[src/sv/assert_macros.svh]
// Assertion macros used by the cache RTL.
`ifndef ASSERT_MACROS_SVH
`define ASSERT_MACROS_SVH

// Same-cycle implication, masked during reset.
`define TLC_ASSERT_IMPLY(lbl, ck, rstn, ante, cons) \
    lbl: assert property (@(posedge ck) disable iff (!(rstn)) (ante) |-> (cons)) \
        else $error("assertion failed");

// Next-cycle implication, masked during reset.
`define TLC_ASSERT_NEXT(lbl, ck, rstn, ante, cons) \
    lbl: assert property (@(posedge ck) disable iff (!(rstn)) (ante) |=> (cons)) \
        else $error("assertion failed");

`endif

[src/sv/tlc_ram.sv]
// Generic single-write, single-read RAM with registered read data.
module tlc_ram #(
    parameter int WIDTH = 8,
    parameter int DEPTH = 64
) (
    input  logic                                   clk,
    input  logic                                   we,
    input  logic [(DEPTH > 1 ? $clog2(DEPTH) : 1)-1:0] waddr,
    input  logic [WIDTH-1:0]                       wdata,
    input  logic [(DEPTH > 1 ? $clog2(DEPTH) : 1)-1:0] raddr,
    output logic [WIDTH-1:0]                       rdata
);

    logic [WIDTH-1:0] mem [DEPTH];

    always_ff @(posedge clk)
    begin
        if (we)
        begin
            mem[waddr] <= wdata;
        end
        rdata <= mem[raddr];
    end

endmodule

[config.mk]
export PLATFORM = sky130hd
export DESIGN_NAME = tlc_ram
export DESIGN_NICKNAME = d
export VERILOG_FILES = /design/src/sv/assert_macros.svh /design/src/sv/tlc_ram.sv
export SDC_FILE = /design/constraint.sdc
export NUM_CORES = 1
export LEC_CHECK = 0
export BUFFER_PORTS_ARGS = -buffer_cell sky130_fd_sc_hd__buf_2
export CORE_MARGIN = 2
export CORE_UTILIZATION = 54
export DETAILED_ROUTE_END_ITERATION = 8
export PLACE_DENSITY = 0.75
export SYNTH_ARGS = -nofsm -noshare
export SYNTH_HDL_FRONTEND = slang
export SYNTH_SLANG_ARGS = --single-unit
export TNS_END_PERCENT = 30
[constraint.sdc]
create_clock -name clk -period 1.6 [get_ports clk]
set_input_delay 0.08 -clock clk [delete_from_list [all_inputs] [get_ports clk]]
set_output_delay 0.08 -clock clk [all_outputs]
set_load 0.1 [all_outputs]
==> results.sh <==
export IMPL_seq_area_mm2=0.0155
export IMPL_slowest_stage="mux4_2"
export IMPL_start_util_pct=55.0
export IMPL_p_leak_nw=8.02
export IMPL_powerDensity_mw_per_mm2=1200
export IMPL_drive_gt1_share_pct=37.4
export IMPL_dr_pass1_iters=6
export IMPL_yosysTopAreaCellShare_pct=76.2
export IMPL_crit_type="reg -> reg"
export IMPL_synth_edf_count=512
export IMPL_muxShareOfSynthArea_pct=15.9
export IMPL_postSynthAreaPerCell_um2=21.5
export IMPL_viasPerCell=6.24
export IMPL_ioPinCount=30
export IMPL_cts_root_buf="clkbuf_16"
export IMPL_core_area_mm2=0.0367
export IMPL_fin_crit_sh_pct=118
export IMPL_cts_sinks=520
export IMPL_cts_buffer_depth=3
export IMPL_cts_max_level=2
export IMPL_finish_utilization_pct=65.9
export IMPL_multiInputGateArea_mm2=0.00448
export IMPL_arrival_ns=2.32
export IMPL_grt_max_degree=65
export IMPL_max_freq_mhz=532
export IMPL_ys_async_sr_fraction_pct=0
export IMPL_synth_largest_area_cell="edfxtp_1"
export IMPL_timing_setup_tns_ns=-1.51
export IMPL_antenna_found_initial=2
export IMPL_cts_setup_buffers=0
export IMPL_final_setup_worst_slack_ns=-0.281
export IMPL_grtUsageTotal_pct=24.4
export IMPL_dieArea_mm2=0.0389
export IMPL_gp_congestion=0.862
export IMPL_dp_hpwl_um=29000
export IMPL_first_iter_violations=1171
export IMPL_dp_cells=1578
export IMPL_path_clk_slew_ns=0.06
export IMPL_syn2layout_area_growth_pct=19.9
export IMPL_final_cells=1673
export IMPL_synth_warnings=0
export IMPL_dp_slack_ns=-0.649
export IMPL_synth_top_flop_cell="edfxtp_1"
export IMPL_ys_top_cells_by_count="512 x edfxtp_1, 126 x mux4_2, 83 x nor2_1"
export IMPL_synth_most_common_cell="edfxtp_1"
export IMPL_worst_path_max_fanout=1
export IMPL_cp_end_kind="register"
export IMPL_ys_ff_latch=520
export IMPL_routed_wirelength_um=45900
export IMPL_cp_required_ns=2.04
export IMPL_die_w_um=197
export IMPL_finalSetupViolations=8
export IMPL_synth_top_family_by_area="multiplexers"
export IMPL_slew_headroom_pct=16.5
export IMPL_ys_types=40
export IMPL_grt_ovfl_total=0
export IMPL_fin_nets=1185
export IMPL_ys_seq_area_share_pct=77.0
export IMPL_path_cells="mux4_2, mux2_4, o221a_4, nor3_2, buf_4, o32ai_2"
export IMPL_failed_checks="negative setup slack"
export IMPL_grt_pass1_wl_um=68600
export IMPL_cts_tree="built"
export IMPL_rsz0062_at_grt="yes"
export IMPL_fillers=2337
export IMPL_antenna_left=0
export IMPL_period_needed_ns=1.88
export IMPL_finalPower_w=0.0290
export IMPL_insertion_delay_ns=0.57
export IMPL_maxCapViolCount=0
export IMPL_syn_inst=940
export IMPL_drcViolationCount=0
export IMPL_portBuffers=29
export IMPL_rows=70
export IMPL_first_global_vias=10800
export IMPL_min_path_type="in -> reg"
export IMPL_worst_pin_slew_ns=1.25
export IMPL_hold_viol_final=0
export IMPL_syn_num_nets=962
export IMPL_status="finished, violations left"
export IMPL_synth_fa_ha_area_share_pct=0
export IMPL_cp_start_kind="register"
export IMPL_routedWlPerCell_um=27.4
export IMPL_cpPeakStageDelay_ns=0.47
export IMPL_vias=10400
export IMPL_fin_skew_ns=0.00884
export IMPL_numCtsBuffers=50
export IMPL_die_h_um=197
export IMPL_synth_simple_area_share_pct=3.39
export IMPL_synth_compound_area_share_pct=2.07
export IMPL_synthTopCellsByArea="edfxtp_1 76%, mux4_2 14%, nor2_1 1.5%"
export IMPL_drv_slew=0
export IMPL_synthesis_area_mm2=0.0202
export IMPL_peakVddDrop_v=0.000902
export IMPL_synth_xor_area_share_pct=0
-- per-layer routing --
metal | track usage (%) | vias up | part of all wire (%)
li1 | - | 4386 | -
met1 | 33.6 | 5433 | 39
met5 | 0 | - | 0.015
met4 | 7.32 | 2 | 2.9
met3 | 5.94 | 112 | 9.4
met2 | 39.4 | 513 | 49
-- flip-flops by register name (all words and copies together) (netlist names) --
register  cells
mem         512
rdata         8
-- critical path: cells and delay by family (launching register included) --
| kind | cells | cell delay, ns |
|---|---|---|
| mux | 2 | 0.77 |
| compound gates | 2 | 0.33 |
| simple gates | 1 | 0.10 |
| flops | 1 | 0.38 |
| buf+inv | 1 | 0.16 |
-- final timing paths --
check | from | end | slack, ns | depth (start not counted)
setup reg to reg | mem[20][4] | rdata[4] | -0.28 | 6
setup / recovery | mem[20][4] | rdata[4] | -0.28 | 6
hold / removal | wdata[0] | mem[29][0] | 0.03 | 2
hold reg to reg | mem[22][0] | rdata[0] | 0.86 | 4
-- cell usage in the layout (no fill, tap or decap), drive strengths merged, types with 3 or more instances in the layout --
cell     instances
dfxtp            8
o2111ai          3
o21ai            4
nand2           19
a22oi            3
mux2i           23
clkbuf          70
clkinv          17
a21oi            3
edfxtp         512
o2bb2ai          3
nor2b           14
a221oi           6
o221ai           8
mux2            13
o22ai            8
nand3b           3
nor2            83
nand3           13
mux4           126
nor3             7
bufinv           6
buf            218
a211oi           4
nand2b           7
-- per-stage QoR --
step	cell area [µm²]	hold WS (ns)
6_report	24200	0.0288
3_3_place_gp	22400	0.500
2_1_floorplan	20300	0.179
3_5_place_dp	22400	0.503
5_1_grt	24200	0.0217
4_1_cts	24100	-0.0721
-- final cells by class --
cell class                 count  share of cell area [%]
antenna                        2                  0.0207
multi-input combinational    369                    18.5
tap                          468                    2.42
timing repair buffer         222                    7.82
clock inverter                24                    1.07
clock buffer                  68                    5.84
sequential                   520                    64.3
-- repair_timing --
action / CTS / global route
resized for setup: 22 / 8
pin swaps: 8 / 0
hold endpoints to repair: 3 / 2
endpoints found under the setup margin: 8 / 9
gates cloned: 0 / 0
-- cells by family (layout without fill, tap and decap cells) --
| family | Yosys count | count (layout) |
|---|---|---|
| flip-flops | 520 | 520 |
| buffers and inverters | 51 | 314 |
| multiplexers | 162 | 162 |
| AO/OA/AOI/OAI | 54 | 54 |
| other | 0 | 2 |
| AND/OR/NAND/NOR | 153 | 153 |
-- where the power goes --
group	leakage (nW)	switching [W]	internal (W)
registers	4.67	0.0000485	0.0151
logic	2.53	0.00115	0.000775
clock network	0.815	0.00486	0.00712
Power figures use the tool's default switching activity.
