**src/sv/assert_macros.svh**
```systemverilog
// Assertion macros used by the cache RTL.
`ifndef ASSERT_MACROS_SVH
`define ASSERT_MACROS_SVH

// Same-cycle implication, masked during reset.
`define TLC_ASSERT_IMPLY(lbl, ck, rstn, ante, cons) \
    lbl: assert property (@(posedge ck) disable iff (!(rstn)) (ante) |-> (cons)) \
        else $error("assertion failed");

// Next-cycle implication, masked during reset.
`define TLC_ASSERT_NEXT(lbl, ck, rstn, ante, cons) \
    lbl: assert property (@(posedge ck) disable iff (!(rstn)) (ante) |=> (cons)) \
        else $error("assertion failed");

`endif

```
**src/sv/tlc_pkg.sv**
```systemverilog
// Shared types, codes and helpers for the TTL LRU cache.
package tlc_pkg;

    localparam int ENTRIES_DEF = 64;
    localparam int KEY_W       = 32;
    localparam int DATA_W      = 32;
    localparam int TIME_W      = 32;
    localparam int CNT_W       = 32;
    localparam int CAP_W       = 7;
    localparam int TTL_W       = 17;
    localparam int TTL_MAX     = 86400;

    typedef enum logic [1:0] {
        ACT_GET   = 2'd0,
        ACT_PUT   = 2'd1,
        ACT_CLEAR = 2'd2,
        ACT_TICK  = 2'd3
    } action_t;

    typedef enum logic [2:0] {
        ST_HIT      = 3'd0,
        ST_ABSENT   = 3'd1,
        ST_EXPIRED  = 3'd2,
        ST_UPDATED  = 3'd3,
        ST_INSERTED = 3'd4,
        ST_EVICTED  = 3'd5,
        ST_CLEARED  = 3'd6,
        ST_TICKED   = 3'd7
    } status_t;

    typedef enum logic {
        REG_CAPACITY = 1'b0,
        REG_TTL      = 1'b1
    } reg_index_t;

    typedef enum logic [2:0] {
        S_IDLE,
        S_SCAN,
        S_DECIDE,
        S_UPDATE,
        S_RESP
    } state_t;

    typedef enum logic [1:0] {
        M_PROMOTE,
        M_DROP,
        M_INSERT
    } upd_mode_t;

    typedef struct packed {
        upd_mode_t          mode;
        logic               wr_payload;
        logic [KEY_W-1:0]   key;
        logic [DATA_W-1:0]  data;
        logic [TIME_W-1:0]  deadline;
    } upd_ctrl_t;

    function automatic logic [CNT_W-1:0] sat_add(input logic [CNT_W-1:0] a,
                                                 input logic [CNT_W-1:0] b);
        logic [CNT_W:0] s;
        s = {1'b0, a} + {1'b0, b};
        return s[CNT_W] ? {CNT_W{1'b1}} : s[CNT_W-1:0];
    endfunction

endpackage

```
**src/sv/tlc_rank_upd.sv**
```systemverilog
// Rewrite of one stored entry during the recency pass.
module tlc_rank_upd #(
    parameter int AW = 6
) (
    input  logic                 ent_valid,
    input  logic [AW-1:0]        idx,
    input  logic [AW-1:0]        target,
    input  logic [AW-1:0]        ref_rank,
    input  tlc_pkg::upd_ctrl_t   ctrl,
    input  logic [3*32+AW-1:0]   rd_word,
    output logic [3*32+AW-1:0]   wr_word,
    output logic                 we
);

    logic [AW-1:0] rank;

    assign rank = rd_word[AW-1:0];

    always_comb
    begin
        wr_word = rd_word;
        we      = 1'b0;
        unique case (ctrl.mode)
            tlc_pkg::M_PROMOTE:
            begin
                if (idx == target)
                begin
                    we = 1'b1;
                    wr_word[AW-1:0] = '0;
                    if (ctrl.wr_payload)
                    begin
                        wr_word[AW+32 +: 32] = ctrl.data;
                        wr_word[AW +: 32]    = ctrl.deadline;
                    end
                end
                else if (ent_valid && rank < ref_rank)
                begin
                    we = 1'b1;
                    wr_word[AW-1:0] = rank + 1'b1;
                end
            end
            tlc_pkg::M_DROP:
            begin
                if (ent_valid && rank > ref_rank)
                begin
                    we = 1'b1;
                    wr_word[AW-1:0] = rank - 1'b1;
                end
            end
            tlc_pkg::M_INSERT:
            begin
                if (idx == target)
                begin
                    we = 1'b1;
                    wr_word = {ctrl.key, ctrl.data, ctrl.deadline, {AW{1'b0}}};
                end
                else if (ent_valid)
                begin
                    we = 1'b1;
                    wr_word[AW-1:0] = rank + 1'b1;
                end
            end
            default:
            begin
                we = 1'b0;
            end
        endcase
    end

endmodule

```
**config.mk**
```make
export PLATFORM = sky130hd
export DESIGN_NAME = tlc_rank_upd
export DESIGN_NICKNAME = d
export VERILOG_FILES = /design/src/sv/assert_macros.svh /design/src/sv/tlc_pkg.sv /design/src/sv/tlc_rank_upd.sv
export SDC_FILE = /design/constraint.sdc
export NUM_CORES = 1
export LEC_CHECK = 0
export BUFFER_PORTS_ARGS = -buffer_cell sky130_fd_sc_hd__buf_4
export CAP_MARGIN = 40
export CORE_AREA = 3 3 125 127
export DETAILED_ROUTE_END_ITERATION = 8
export DIE_AREA = 0 0 128 130
export PLACE_DENSITY = 0.45
export SLEW_MARGIN = 20
export SYNTH_ARGS = -nofsm -noshare
export SYNTH_HDL_FRONTEND = slang
export SYNTH_SLANG_ARGS = --single-unit
```
**constraint.sdc**
```tcl
create_clock -name vclk -period 2.2
set_input_delay 0.22 -clock vclk [all_inputs]
set_output_delay 0.22 -clock vclk [all_outputs]
set_load 0.01 [all_outputs]
```
==> results.sh <==
export IMPL_num_vias=3130
export IMPL_synth_most_common_cell="mux2_2"
export IMPL_synth_distinct_cells=36
export IMPL_grt_pass1_wl_um=18500
export IMPL_violations="negative setup slack"
export IMPL_max_cap_viol_count=0
export IMPL_finalCriticalPeriod_ps=2310
export IMPL_crit_chain="buf_6 > xor2_2 > nor4_4 > nand2_2 > nor3_4 > buf_12 > buf_12 > clkbuf_16 > mux2_2 > buf_4"
export IMPL_dp_hpwl_um=11800
export IMPL_via_per_inst=4.18
export IMPL_holdCritPathClass="primary input to primary output"
export IMPL_drv_slew=0
export IMPL_top_layer="met4"
export IMPL_dp_cells=735
export IMPL_endpoint_kind="primary output"
export IMPL_synth_top_area_cell="mux2_2"
export IMPL_drtAntennaViolNets=0
export IMPL_outcome="finished, violations left"
export IMPL_hold_path_depth=3
export IMPL_final_cells=748
export IMPL_post_route_period_util=1.05
export IMPL_antenna_found_initial=0
export IMPL_nClkBuffers=0
export IMPL_ir_drop_mv=0.0824
export IMPL_netlist_instances=215
export IMPL_die_width_um=128
export IMPL_area_delta_synth_final_pct=199
export IMPL_tightest_slew_ps=375
export IMPL_powerDensity_mw_per_mm2=174
export IMPL_yosysSeqAreaShare=0
export IMPL_fmax_mhz=433
export IMPL_syn_avg_cell_area_um2=8.65
export IMPL_grt_max_degree=33
export IMPL_setup_viol=96
export IMPL_yosys_top_cells_count="mux2_2, inv_1, buf_2, nand2_1, ha_1"
export IMPL_synth_area_mm2=0.00186
export IMPL_die_y_um=130
export IMPL_min_to="wr_word[23]"
export IMPL_crit_path_top_delay_cell="nor4_4"
export IMPL_slew_limit_headroom=0.746
export IMPL_wl_met3_um=1040
export IMPL_met1_length_um=5170
export IMPL_grt_use_total=0.140
export IMPL_grt_pass1_vias=3246
export IMPL_row_count=44
export IMPL_nets=794
export IMPL_diodes=0
export IMPL_initial_utilization=0.128
export IMPL_ff_latch_area_um2=0
export IMPL_io_pins=323
export IMPL_dr_pass1_iters=4
export IMPL_arrival_ps=2090
export IMPL_gp_congestion=0.814
export IMPL_min_delay_start="ctrl[17]"
export IMPL_drive_gt1_frac=0.851
export IMPL_synth_warnings=0
export IMPL_seq_cells=0
export IMPL_worstSetupPathType="primary input to primary output"
export IMPL_drc=0
export IMPL_place_ws_ps=-321
export IMPL_drtIter0Drc=84
export IMPL_cp_max_fo=7
export IMPL_rsz0062_at_grt="yes"
export IMPL_core_area_mm2=0.0145
export IMPL_wirelength_um=13900
export IMPL_hold_viol=0
export IMPL_synth_top_area_frac=0.545
export IMPL_crit_buf_inv=5
export IMPL_gr_total_overflow=0
export IMPL_critical_path_top_delay_family="simple AND/OR/NAND/NOR gates"
export IMPL_synth_nets=443
export IMPL_port_buffers=323
export IMPL_cp_slowest_stage_delay_ps=400
export IMPL_critPathMostFrequentCell="buf_12"
export IMPL_wl_met2_um=7640
export IMPL_leakagePower_nw=2.71
export IMPL_die_area_mm2=0.0166
export IMPL_synth_area_top_cells="mux2_2, ha_1, mux2_1"
export IMPL_setup_slack_ps=-112
export IMPL_cp_num_cells=10
export IMPL_worstSetupStartpointType="primary input"
export IMPL_wl_per_cell_um=18.6
export IMPL_crit_required_ps=1980
==> cell type report <==
class	count	area (um2)
multi-input cells	188	2110
inverters	11	41.3
fillers	1452	8980
repair buffers	365	3180
well taps	184	230
==> per-layer routing <==
layer | GRT usage | vias up
met2 | 0.272 | 124
met3 | 0.0229 | 4
met5 | 0 | -
met1 | 0.169 | 1490
li1 | - | 1512
met4 | 0.00499 | 0
==> kinds of logic after synthesis <==
| logic type | count (synthesis) | synth area share |
|---|---|---|
| mux | 97 | 0.587 |
| compound gates | 38 | 0.141 |
| simple gates | 35 | 0.111 |
| buf+inv | 27 | 0.0605 |
| xor+xnor | 10 | 0.0471 |
| fa+ha+maj | 8 | 0.0538 |
==> worst max path at each step <==
| stage | end | start | slack, ps |
|---|---|---|---|
| finish | wr_word[17] | target[2] | -110 |
| detailed placement | wr_word[81] | target[2] | -320 |
| floorplan | wr_word[2] | ref_rank[5] | 50 |
| CTS | wr_word[22] | target[2] | -160 |
| global placement | wr_word[11] | target[2] | -270 |
| global route | wr_word[96] | target[2] | -230 |
==> timing repair <==
action	in CTS	in global routing
gates cloned	3	1
resized for setup	125	35
hold buffers	0	0
pin swaps	4	4
setup buffers	7	6
setup endpoints to repair	100	102
==> placed cells by master (no fill, tap or decap), types with 4 or more instances in the layout <==
| cell type | count |
|---|---|
| buf_4 | 285 |
| buf_6 | 64 |
| mux2_4 | 63 |
| mux2_2 | 32 |
| buf_12 | 11 |
| inv_1 | 8 |
| nand2_1 | 8 |
| o211ai_1 | 6 |
| a211oi_1 | 6 |
| nor2_1 | 6 |
| nand4_1 | 5 |
| o21ai_0 | 5 |
| xor2_1 | 4 |
| ha_4 | 4 |
| ha_1 | 4 |
==> stage by stage <==
stage	util	instance area [um2]	TNS, ps	total power [mW]	hold slack (ps)
final	0.382	5560	-5680	0.968	736
after CTS	0.373	5420	-10470	0.947	734
after global placement	0.326	4740	-22860	0.828	731
after floorplan	-	1860	0	0.266	588
after detailed placement	0.326	4740	-28080	0.832	734
after global routing	0.382	5560	-17430	1.03	743
==> power by group <==
group          total, mW  internal [mW]  switching, mW  leakage, nW
combinational      0.968          0.624          0.344         2.71
clock                  0              0              0            0
sequential             0              0              0            0
total              0.968          0.624          0.344         2.71
Note: power is estimated with default switching activity, not from simulation.
